`config.mk`:
```
export PLATFORM = sky130hd
export DESIGN_NAME = white_blob_centroid_steering
export DESIGN_NICKNAME = d
export VERILOG_FILES = /design/src/wbcs_pkg.sv /design/src/wbcs_ctrl.sv /design/src/wbcs_dp.sv /design/src/white_blob_centroid_steering.sv
export SDC_FILE = /design/constraint.sdc
export NUM_CORES = 1
export LEC_CHECK = 0
export BUFFER_PORTS_ARGS = -buffer_cell sky130_fd_sc_hd__buf_2
export CAP_MARGIN = 20
export CORE_ASPECT_RATIO = 2
export CORE_UTILIZATION = 40
export CTS_CLUSTER_DIAMETER = 120
export CTS_CLUSTER_SIZE = 24
export DETAILED_ROUTE_END_ITERATION = 12
export GPL_TIMING_DRIVEN = 0
export PLACE_DENSITY = 0.56
export SYNTH_ARGS = -nofsm -noshare
export SYNTH_HDL_FRONTEND = slang
export SYNTH_HIERARCHICAL = 1
export SYNTH_SLANG_ARGS = --single-unit
export TNS_END_PERCENT = 20
```
`constraint.sdc`:
```
create_clock -name i_clk -period 9.1 [get_ports i_clk]
set_input_delay 1.365 -clock i_clk [delete_from_list [all_inputs] [get_ports i_clk]]
set_output_delay 1.365 -clock i_clk [all_outputs]
set_load 0.01 [all_outputs]
```
`src/wbcs_pkg.sv`:
```
// ----------------------------------------------------------------------------
// wbcs_pkg: shared types and constants
// Payload structs, command codes, register indexes and widths for the white
// blob centroid steering block.
// ----------------------------------------------------------------------------
package wbcs_pkg;

    localparam int DIM_W   = 13;
    localparam int COL_W   = 12;
    localparam int IDX_W   = 24;
    localparam int CNT_W   = 24;
    localparam int SUM_W   = 37;
    localparam int CFG_IDX_W = 8;

    localparam int DEF_MAX_DIMENSION = 4096;

    localparam logic [DIM_W-1:0] RST_IMAGE_WIDTH  = DIM_W'(640);
    localparam logic [DIM_W-1:0] RST_IMAGE_HEIGHT = DIM_W'(480);

    localparam logic [CFG_IDX_W-1:0] CFG_IMAGE_WIDTH  = CFG_IDX_W'(0);
    localparam logic [CFG_IDX_W-1:0] CFG_IMAGE_HEIGHT = CFG_IDX_W'(1);

    // Multiply by THIRD_RECIP and shift right by THIRD_SHIFT gives floor(x/3)
    // for any 16-bit x.
    localparam logic [15:0] THIRD_RECIP = 16'hAAAB;
    localparam int          THIRD_SHIFT = 17;

    typedef enum logic [1:0] {
        CMD_STOP    = 2'd0,
        CMD_FORWARD = 2'd1,
        CMD_LEFT    = 2'd2,
        CMD_RIGHT   = 2'd3
    } t_drive_cmd;

    typedef struct packed {
        logic [7:0] red;
        logic [7:0] green;
        logic [7:0] blue;
        logic       frame_end;
    } t_pixel;

    typedef struct packed {
        t_drive_cmd        drive_command;
        logic [COL_W-1:0]  centroid_column;
        logic [CNT_W-1:0]  white_count;
    } t_result;

    typedef struct packed {
        logic pix_accept;
        logic div_step;
        logic out_load;
    } t_dp_cmd;

    typedef struct packed {
        logic frame_end;
    } t_dp_sts;

endpackage

```
`src/wbcs_ctrl.sv`:
```
// ----------------------------------------------------------------------------
// wbcs_ctrl: frame controller
// Sequences pixel accumulation, the end-of-frame division and the hand-off of
// the result to the output register.
// ----------------------------------------------------------------------------
module wbcs_ctrl
    import wbcs_pkg::*;
(
    input  logic    i_clk,
    input  logic    i_rst_n,
    input  logic    i_in_valid,
    input  logic    i_out_stall,
    input  t_dp_sts i_sts,
    output t_dp_cmd o_cmd,
    output logic    o_in_stall,
    output logic    o_out_valid
);

    localparam int STEP_W = $clog2(SUM_W);
    localparam logic [STEP_W-1:0] LAST_STEP = STEP_W'(SUM_W - 1);

    typedef enum logic [1:0] {
        S_RUN,
        S_DIV,
        S_LOAD
    } t_state;

    t_state            r_state;
    logic [STEP_W-1:0] r_step;
    logic              r_out_valid;
    logic              slot_free;

    assign slot_free        = !r_out_valid || !i_out_stall;
    assign o_in_stall       = (r_state != S_RUN);
    assign o_out_valid      = r_out_valid;
    assign o_cmd.pix_accept = i_in_valid && (r_state == S_RUN);
    assign o_cmd.div_step   = (r_state == S_DIV);
    assign o_cmd.out_load   = (r_state == S_LOAD) && slot_free;

    always_ff @(posedge i_clk) begin
        if (!i_rst_n) begin
            r_state     <= S_RUN;
            r_step      <= '0;
            r_out_valid <= 1'b0;
        end else begin
            unique case (r_state)
                S_RUN: begin
                    if (o_cmd.pix_accept && i_sts.frame_end) begin
                        r_state <= S_DIV;
                        r_step  <= '0;
                    end
                end
                S_DIV: begin
                    if (r_step == LAST_STEP) begin
                        r_state <= S_LOAD;
                    end else begin
                        r_step <= r_step + STEP_W'(1);
                    end
                end
                S_LOAD: begin
                    if (slot_free) begin
                        r_state <= S_RUN;
                    end
                end
                default: begin
                    r_state <= S_RUN;
                end
            endcase

            if (o_cmd.out_load) begin
                r_out_valid <= 1'b1;
            end else if (r_out_valid && !i_out_stall) begin
                r_out_valid <= 1'b0;
            end
        end
    end

endmodule

```
`src/wbcs_dp.sv`:
```
// ----------------------------------------------------------------------------
// wbcs_dp: accumulation and division datapath
// Holds the image size registers, the per-frame counters, a restoring divider
// for the centroid and the result register.
// ----------------------------------------------------------------------------
module wbcs_dp
    import wbcs_pkg::*;
#(
    parameter int MAX_DIMENSION = DEF_MAX_DIMENSION
) (
    input  logic                 i_clk,
    input  logic                 i_rst_n,
    input  logic                 i_cfg_valid,
    input  logic [CFG_IDX_W-1:0] i_cfg_index,
    input  logic [DIM_W-1:0]     i_cfg_data,
    input  t_pixel               i_pixel,
    input  t_dp_cmd              i_cmd,
    output t_dp_sts              o_sts,
    output t_result              o_result
);

    localparam int AREA_W = 2 * DIM_W;
    localparam int PW     = DIM_W + 16 + 2;

    logic [DIM_W-1:0]  r_cfg_width;
    logic [DIM_W-1:0]  r_cfg_height;
    logic [IDX_W-1:0]  r_pidx;
    logic [COL_W-1:0]  r_col;
    logic [CNT_W-1:0]  r_total;
    logic [SUM_W-1:0]  r_sum;
    logic [SUM_W-1:0]  r_quo;
    logic [CNT_W-1:0]  r_rem;
    logic [CNT_W-1:0]  r_div_total;
    t_result           r_out;

    logic [DIM_W-1:0]  w_dim;
    logic [DIM_W-1:0]  h_dim;
    logic [AREA_W-1:0] area;
    logic [AREA_W:0]   p3;
    logic              in_band;
    logic              counted;
    logic [CNT_W-1:0]  total_next;
    logic [SUM_W:0]    sum_add;
    logic [SUM_W-1:0]  sum_next;
    logic [DIM_W:0]    col_inc;
    logic [CNT_W:0]    trial;
    logic              q_bit;
    logic [PW-1:0]     prod_lo;
    logic [PW-1:0]     prod_hi;
    logic [SUM_W-1:0]  thr_lo;
    logic [SUM_W-1:0]  thr_hi;
    t_drive_cmd        drive;

    always_comb begin
        if (r_cfg_width == '0) begin
            w_dim = DIM_W'(1);
        end else if (32'(r_cfg_width) > 32'(MAX_DIMENSION)) begin
            w_dim = DIM_W'(MAX_DIMENSION);
        end else begin
            w_dim = r_cfg_width;
        end
        if (r_cfg_height == '0) begin
            h_dim = DIM_W'(1);
        end else if (32'(r_cfg_height) > 32'(MAX_DIMENSION)) begin
            h_dim = DIM_W'(MAX_DIMENSION);
        end else begin
            h_dim = r_cfg_height;
        end
    end

    assign area    = AREA_W'(w_dim) * AREA_W'(h_dim);
    assign p3      = (AREA_W+1)'({r_pidx, 1'b0}) + (AREA_W+1)'(r_pidx);
    assign in_band = (p3 >= {1'b0, area}) && (p3 < {area, 1'b0});
    assign counted = (&{i_pixel.red, i_pixel.green, i_pixel.blue}) && in_band;

    assign sum_add = {1'b0, r_sum} + (SUM_W+1)'(r_col);

    always_comb begin
        total_next = r_total;
        sum_next   = r_sum;
        if (counted) begin
            if (r_total != '1) begin
                total_next = r_total + CNT_W'(1);
            end
            sum_next = sum_add[SUM_W] ? '1 : sum_add[SUM_W-1:0];
        end
    end

    assign col_inc = (DIM_W+1)'(r_col) + (DIM_W+1)'(1);

    assign trial = {r_rem, r_quo[SUM_W-1]};
    assign q_bit = (trial >= {1'b0, r_div_total});

    assign prod_lo = PW'(w_dim) * PW'(THIRD_RECIP);
    assign prod_hi = PW'({w_dim, 1'b0}) * PW'(THIRD_RECIP);
    assign thr_lo  = SUM_W'(prod_lo >> THIRD_SHIFT);
    assign thr_hi  = SUM_W'(prod_hi >> THIRD_SHIFT);

    always_comb begin
        if (r_div_total == '0) begin
            drive = CMD_STOP;
        end else if (r_quo < thr_lo) begin
            drive = CMD_LEFT;
        end else if (r_quo > thr_hi) begin
            drive = CMD_RIGHT;
        end else begin
            drive = CMD_FORWARD;
        end
    end

    always_ff @(posedge i_clk) begin
        if (!i_rst_n) begin
            r_cfg_width  <= RST_IMAGE_WIDTH;
            r_cfg_height <= RST_IMAGE_HEIGHT;
            r_pidx       <= '0;
            r_col        <= '0;
            r_total      <= '0;
            r_sum        <= '0;
        end else begin
            if (i_cfg_valid) begin
                if (i_cfg_index == CFG_IMAGE_WIDTH) begin
                    r_cfg_width <= i_cfg_data;
                end else if (i_cfg_index == CFG_IMAGE_HEIGHT) begin
                    r_cfg_height <= i_cfg_data;
                end
            end
            if (i_cmd.pix_accept) begin
                if (i_pixel.frame_end) begin
                    r_pidx  <= '0;
                    r_col   <= '0;
                    r_total <= '0;
                    r_sum   <= '0;
                end else begin
                    r_total <= total_next;
                    r_sum   <= sum_next;
                    if (r_pidx != '1) begin
                        r_pidx <= r_pidx + IDX_W'(1);
                    end
                    if (col_inc >= (DIM_W+1)'(w_dim)) begin
                        r_col <= '0;
                    end else begin
                        r_col <= col_inc[COL_W-1:0];
                    end
                end
            end
        end
    end

    always_ff @(posedge i_clk) begin
        if (i_cmd.pix_accept && i_pixel.frame_end) begin
            r_quo       <= sum_next;
            r_rem       <= '0;
            r_div_total <= total_next;
        end else if (i_cmd.div_step) begin
            r_quo <= {r_quo[SUM_W-2:0], q_bit};
            if (q_bit) begin
                r_rem <= CNT_W'(trial - {1'b0, r_div_total});
            end else begin
                r_rem <= trial[CNT_W-1:0];
            end
        end
        if (i_cmd.out_load) begin
            r_out.drive_command   <= drive;
            r_out.centroid_column <= (r_div_total == '0) ? '0 : r_quo[COL_W-1:0];
            r_out.white_count     <= r_div_total;
        end
    end

    assign o_sts.frame_end = i_pixel.frame_end;
    assign o_result        = r_out;

endmodule

```
`src/white_blob_centroid_steering.sv`:
```
// ----------------------------------------------------------------------------
// white_blob_centroid_steering: steering from the centroid of white pixels
// Pixels arrive one per cycle in raster order while the input is not
// stalled; an ordinary pixel does not stall the input. The pixel that ends
// a frame starts a bit-serial restoring division of the column sum by the
// white count, one quotient bit per cycle, and the result is then placed in
// the output register; the input stays stalled from that pixel through the
// division and the load, longer only if the previous result has still not
// been taken. Register writes are held off while the input is stalled. The
// next frame may stream while a finished result waits in the output register.
// ----------------------------------------------------------------------------
module white_blob_centroid_steering
    import wbcs_pkg::*;
#(
    parameter int MAX_DIMENSION = DEF_MAX_DIMENSION
) (
    input  logic                 i_clk,
    input  logic                 i_rst_n,
    input  logic                 i_cfg_valid,
    output logic                 o_cfg_ready,
    input  logic [CFG_IDX_W-1:0] i_cfg_index,
    input  logic [DIM_W-1:0]     i_cfg_data,
    input  logic                 i_in_valid,
    output logic                 o_in_stall,
    input  t_pixel               i_in_data,
    output logic                 o_out_valid,
    input  logic                 i_out_stall,
    output t_result              o_out_data
);

    t_dp_cmd cmd;
    t_dp_sts sts;

    assign o_cfg_ready = !o_in_stall;

    wbcs_ctrl u_ctrl (
        .i_clk       (i_clk),
        .i_rst_n     (i_rst_n),
        .i_in_valid  (i_in_valid),
        .i_out_stall (i_out_stall),
        .i_sts       (sts),
        .o_cmd       (cmd),
        .o_in_stall  (o_in_stall),
        .o_out_valid (o_out_valid)
    );

    wbcs_dp #(
        .MAX_DIMENSION (MAX_DIMENSION)
    ) u_dp (
        .i_clk       (i_clk),
        .i_rst_n     (i_rst_n),
        .i_cfg_valid (i_cfg_valid && o_cfg_ready),
        .i_cfg_index (i_cfg_index),
        .i_cfg_data  (i_cfg_data),
        .i_pixel     (i_in_data),
        .i_cmd       (cmd),
        .o_sts       (sts),
        .o_result    (o_out_data)
    );

endmodule
```
==> metrics.md, run 1 <==
| Metric | Value |
|---|---|
| RR Startpoint | `u_dp/r_cfg_height[12]` |
| Avg Synthesized Cell Area | `8.74 sq um` |
| Slew Limit Fails | `0` |
| I/O pin cnt | `92` |
| Global route overflow | `0` |
| N_diodes | `0` |
| H-tree lvl count | `1` |
| Initial Utilization | `0.406` |
| Crit path kind | `register to register` |
| First-pass DRT Iterations | `10` |
| Post-DRT Antenna Nets | `0` |
| Data arrival time of the critical path | `~9 ns` |
| Gr usage total | `0.260` |
| Simple-gate area share of the yosys netlist | `0.193` |
| # nets final | `3524` |
| Status | `finished, violations left` |
| Fin Clk Skew | `~0.037 ns` |
| Slack of the critical path | `about 0.29 ns` |
| Worst Hold End | `u_dp/r_sum[0]` |
| # fillers | `between 6000 and 7000` |
| Max Cap Viol | `0` |
| Pin count of the biggest net entering global routing | `38` |
| EDFF count, synth | `between 90 and 100` |
| Clock latency on the worst-skew pair | `0.54 ns` |
| Sequential cell area | `approximately 0.0061 sq mm` |
| Area Overhead vs Synth | `9.80%` |
| Final HPWL DP | `68400 um` |
| Synth top cells by count | `inv_1, ha_1, nand2_1, nor2_1, fa_1` |
| Number of port buffers | `slightly above 90` |
| Detailed-route vias per instance | `between 5 and 6` |
| Startpoint Class | `register` |
| Setup tns final | `0 ns` |
| Adder-Cell Fraction of Synth Area | `0.284` |
| Multi-input combinational cell area | `0.0177 sq mm` |
| Synth area leaders | `ha_1, fa_1, dfxtp_1` |
| Crit Path Max Fanout | `10` |
| Synth Area in Compound Gates | `0.151` |
| Most used DFF post-synth | `dfxtp_1` |
| Worst VDD drop | `0.0000940 V` |
| Iter 0 DRT Violations | `1307` |
| Min Clock Period, post-route | `8.81 ns` |
| WL/cell | `21.9 um` |
| Core area | `0.0621 sq mm` |
| Multiplexer share of the synthesized area | `0.0184` |
| Worst hold stages | `1` |
| Final wirelength | `83100 um` |
| Syn Std Cell Area | `between 0.02 and 0.03 sq mm` |
| Hold path startpoint | `u_dp/r_sum[0]` |
| Period Utilization, post-route | `0.968` |
| Slowest CP cell | `fa_1` |
| YS warnings | `6` |
| Place WS | `-1.76 ns` |
| Synthesized flop and latch total | `255` |
| Die Span Y | `between 300 and 400 um` |
| CTS tree | `done` |
| Seq/Total Area, Yosys | `0.242` |
| Most area-hungry cell type in the Yosys netlist | `ha_1` |
| Max Buffers Root-to-Sink | `3` |
| Leakage | `12.3 nW` |
| First-pass GRT wire length | `129000 um` |
| Achievable Freq | `114 MHz` |
| FF-to-FF setup slack | `0.29 ns` |
| FFs w/ async S/R, synth | `0` |
| Crit. End Element | `register` |
| Initial antenna violation count | `2` |
| Top-count cell post-synth | `inv_1` |
| Post-synthesis net count | `3404` |
| Vias post-DR | `22000` |
| Syn Inst Count | `2884` |
| Final setup viols | `0` |
| Clock sinks | `255` |
| Post-synthesis xor/xnor area fraction | `0.0427` |
| Vias in the first global route | `approximately 23000` |
| Largest family of logic cells by synthesized area | `adder cells` |
| Total CTS buffers | `15` |
| Drt drc | `8` |
| CP dominant cell by count | `fa_1` |
| Cell variety after synth | `97` |
| Num rows | `about 130` |
| Max stage delay on crit path | `between 0.5 and 0.6 ns` |
| Routability-driven placement congestion ratio | `0.995` |
| Worst slew pin tran | `1.13 ns` |
| Failing checks | `DRC` |
| Clock Root Buffer | `clkbuf_16` |
| Max-slew headroom | `0.241` |
| Fin util | `0.446` |
| Post-CTS Hold Buffers | `0` |
| RR Endpoint | `u_dp/r_quo[13]` |
| Worst EP required | `9.36 ns` |
| Hold WC Path Type | `register to register` |
| PnR Total Power | `around 2.7 mW` |
| R2R depth | `33` |
| Yosys top cell area share | `0.147` |
| Die Area | `0.0641 sq mm` |
| Pwr/cell area | `98.3 mW/mm^2` |
| Chip Width | `approximately 180 um` |
| Worst-path clk slew | `about 0.10 ns` |
| Final Hold Fails | `0` |
| Layout cells sized above 1 | `0.0940` |
report_power, final:
group | leakage [nW] | total [mW] | internal, mW | switching, mW
clock network | 0.211 | 0.762 | 0.322 | 0.440
logic | 9.85 | 0.662 | 0.259 | 0.403
registers | 2.21 | 1.30 | 1.24 | 0.0534
logic make-up (layout without fill, tap and decap cells):
logic type                 Yosys count  in the layout
DFF                                255            255
adders and majority gates          469            469
other                                1              1
and+or+nand+nor                    984            984
muxes                               46             46
xor gates and xnor gates           123            123
buffers and inverters              445            573
AOI/OAI and AO/OA                  561            561
repair_timing:
item / 4_1_cts / 5_1_grt
buffers inserted: 12 / 2
setup endpoints to repair: 122 / 120
pin swaps: 2 / 14
gates resized for setup: 83 / 62
how the worst max path moves through the flow:
stage | end | startpoint | slack [ns]
floorplan | u_dp/r_quo[24] | u_dp/r_cfg_width[12] | 0.90
global route | u_dp/r_quo[13] | u_dp/r_cfg_width[12] | -0.0007
finish | u_dp/r_quo[13] | u_dp/r_cfg_height[12] | 0.29
global placement | u_dp/r_quo[0] | u_dp/r_cfg_width[12] | -1.76
detailed placement | u_dp/r_quo[0] | u_dp/r_cfg_width[12] | -1.76
CTS | u_dp/r_quo[24] | u_dp/r_cfg_width[12] | 0.02
layer usage:
metal,global-route usage,up-vias,part of all wire
met2,0.524,655,0.55
met3,0.0241,298,0.033
met1,0.241,10700,0.34
li1,-,10400,-
met5,0,-,0.00016
met4,0.188,2,0.080
placed cells by master, fill, tap and decap left out, types with 42 or more instances in the layout:
cell type	n
edfxtp_1	99
dfxtp_1	154
buf_2	103
nand2_1	249
nor2_1	242
nor2b_1	42
a21oi_1	135
o21ai_0	90
xnor2_1	68
xor2_1	53
mux2i_1	43
nand4_1	42
nand3_1	93
nor3_1	72
fa_1	171
clkbuf_1	66
ha_1	294
inv_1	320
final cells by class:
cell class                      count  share of cell area
Clock buffer                       23              0.0146
Multi-Input combinational cell   2184               0.640
Buffer                            108              0.0206
Timing Repair Buffer              106              0.0214
Tap cell                          786              0.0355
Sequential cell                   255               0.220
Clock inverter                      2             0.00131
Inverter                          334              0.0464
worst max-delay path, delay by kind of cell (launching register included):
| family | cells | cell delay [ns] |
|---|---|---|
| adder cells (fa/ha/maj) | 7 | 3.22 |
| AO/OA/AOI/OAI | 12 | 2.56 |
| buffers and inverters | 6 | 1.14 |
| AND/OR/NAND/NOR | 7 | 1.00 |
| flip-flops | 1 | 0.45 |
| XOR/XNOR | 1 | 0.13 |
registers in the layout (all words and copies together), names as in the netlist:
name,flops
u_dp/r_cfg_width,13
u_dp/r_cfg_height,13
u_dp/r_total,24
u_dp/r_col,12
u_ctrl/r_step,6
u_ctrl/r_state,2
u_dp/r_rem,24
u_ctrl/o_out_valid,1
u_dp/o_result,38
u_dp/r_pidx,24
u_dp/r_sum,37
u_dp/r_quo,37
u_dp/r_div_total,24
stage by stage:
stage / cell area, sq um / cells / hold slack [ns]
final: 27700 / 3798 / 0.499
after global routing: 27700 / 3798 / 0.528
after CTS: 27500 / 3797 / 0.500
after detailed placement: 26700 / 3762 / 0.482
after global placement: 26700 / 3761 / 0.458
after floorplan: 25200 / 2884 / 0.438
Power figures use the tool's default switching activity.
==> run 2: changes to the inputs <==
==> constraint.sdc (replaced) <==
create_clock -name i_clk -period 8.5 [get_ports i_clk]
set_input_delay 1.275 -clock i_clk [delete_from_list [all_inputs] [get_ports i_clk]]
set_output_delay 1.275 -clock i_clk [all_outputs]
set_load 0.01 [all_outputs]
==> run 2 against run 1 <==
The flow still finishes with violations (DRC). Worst setup slack worse by 0.25 ns. Routed wire length is 2.3% higher. Combinational power is 7.9% higher. First-iteration DRC count is 15% higher. Clock skew is 0.0014 ns lower. Maximum frequency is 4.1% higher. Die area stayed put. Critical path type unchanged.
==> metrics.md, run 2 (synthesis gave the netlist of run 1 again) <==
| Metric | Value |
|---|---|
| Status | `finished, violations left` |
| Failing checks | `DRC` |
| Area Overhead vs Synth | `15.5%` |
| Final Hold Fails | `0` |
| Final setup viols | `0` |
| CTS tree | `done` |
| Worst-path clk slew | `about 0.11 ns` |
| Most common cell after layout, fill and taps aside | `inv_1` |
| Slowest CP cell | `fa_2` |
| Clock latency on the worst-skew pair | `0.54 ns` |
| PnR Total Power | `2.92 mW` |
| Max reg flops | `38` |
| Most frequent cells in the layout | `inv_1, ha_1, nand2_1, nor2_1, fa_1` |
| Vias in the first global route | `23200` |
| Startpoint Class | `register` |
| RSZ-0062 raised after global routing | `yes` |
| N_diodes | `0` |
| RR Startpoint | `u_dp/r_cfg_width[12]` |
| Leakage | `~13 nW` |
| First-pass GRT wire length | `130000 um` |
| Vias post-DR | `approximately 23000` |
| Pin count of the biggest net entering global routing | `38` |
| Slew Limit Fails | `0` |
| Fin Clk Skew | `0.0359 ns` |
| Chip Width | `180 um` |
| # nets final | `3598` |
| Max stage delay on crit path | `0.63 ns` |
| Num rows | `roughly 130` |
| Hold WC Path Type | `register to register` |
| Fin util | `0.469` |
| Crit path capture | `u_dp/r_sum[34]` |
| Worst VDD drop | `between 0.00009 and 0.0001 V` |
| Max Cap Viol | `0` |
| I/O pin cnt | `92` |
| Clock Root Buffer | `clkbuf_16` |
| Hold slack | `approximately 0.5 ns` |
| Worst EP required | `a little under 9 ns` |
| Max Buffers Root-to-Sink | `3` |
| Achievable Freq | `118 MHz` |
| Gr usage total | `0.261` |
| H-tree lvl count | `1` |
| Final HPWL DP | `68400 um` |
| Crit path kind | `register to register` |
| FF-to-FF setup slack | `a little over 0.04 ns` |
| Final wirelength | `85000 um` |
| Initial antenna violation count | `1` |
| RR Endpoint | `u_dp/r_sum[34]` |
| Routability-driven placement congestion ratio | `between 0.9 and 1` |
| WL/cell | `22.0 um` |
| Post-CTS Hold Buffers | `0` |
| Crit. End Element | `register` |
| Initial Utilization | `0.406` |
| Iter 0 DRT Violations | `between 1500 and 2000` |
| Die Area | `0.0641 sq mm` |
| Number of port buffers | `91` |
| Data arrival time of the critical path | `8.83 ns` |
| Detailed-route vias per instance | `5.81` |
| Worst slew pin tran | `1.20 ns` |
| Pwr/cell area | `100 mW/mm^2` |
| Min Clock Period, post-route | `8.46 ns` |
| Core area | `slightly above 0.06 sq mm` |
| R2R depth | `36` |
| Total CTS buffers | `15` |
| Crit path launch | `u_dp/r_cfg_width[12]` |
| First-pass DRT Iterations | `11` |
| Setup tns final | `0 ns` |
| Die Span Y | `about 360 um` |
| Hold path startpoint | `u_ctrl/r_step[5]` |
| Clock sinks | `255` |
| Period Utilization, post-route | `0.995` |
| Max-slew headroom | `0.195` |
| Crit Path Max Fanout | `6` |
| Global route overflow | `0` |
| Post-DRT Antenna Nets | `0` |
| Drt drc | `8` |
| Layout cells sized above 1 | `0.143` |
run 2: cell types whose count changed in the layout (fill, tap and decap cells not counted), moves of 7 or more:
cell	delta
buf_12	+10
buf_4	+54
buf_6	+7
buf_8	+8
ha_1	-11
ha_4	+13
nor2_1	-14
nor2_2	+9
run 2: cell type report:
class                      instances  area, sq um
buffer                           108          751
sequential                       255         6110
fill                            5996        33000
tap                              786          983
clock inverter                     2         36.3
inverter                         334         1330
timing repair buffer             180         1260
clock buffer                      23          405
multi-input combinational       2184        18300
run 2: metal layers:
metal	global-route usage	part of all wire
met4	0.185	0.078
met5	0	0.00015
met1	0.242	0.33
met2	0.528	0.55
met3	0.0244	0.035
run 2: metrics by stage:
step | area (sq um) | cells | setup WS [ns]
after detailed placement | 26700 | 3762 | -2.36
final | 29100 | 3872 | 0.0408
after global routing | 29100 | 3872 | -0.213
after global placement | 26700 | 3761 | -2.36
after floorplan | 25200 | 2884 | 0.303
after CTS | 27900 | 3810 | 0.00326
run 2: worst min path at each step:
stage	to	depth (start not counted)
after detailed placement	u_ctrl/r_step[5]	2
final	u_ctrl/r_step[5]	2
after floorplan	u_ctrl/r_step[4]	1
after CTS	u_ctrl/r_step[5]	2
after global placement	u_ctrl/r_step[4]	1
after global routing	u_ctrl/r_step[5]	2
run 2: timing repair:
action / CTS / global route
buffers inserted: 26 / 62
pin swaps: 22 / 57
setup endpoints to repair: 124 / 122
cloned: 0 / 2
gates resized for setup: 152 / 167
run 2: power breakdown:
part	total (mW)	switching [mW]	internal, mW	leakage (nW)
clock	0.813	0.469	0.344	0.211
sequential	1.39	0.0569	1.33	2.21
combinational	0.714	0.434	0.280	10.4
total	2.92	0.960	1.96	12.8
run 2: worst max-delay path, delay by kind of cell, from the launching register on:
family	cells	cell delay, ns
flops	1	0.40
buf+inv	9	1.02
xor+xnor	1	0.25
compound gates	11	2.07
simple gates	8	1.46
fa+ha+maj	7	3.05
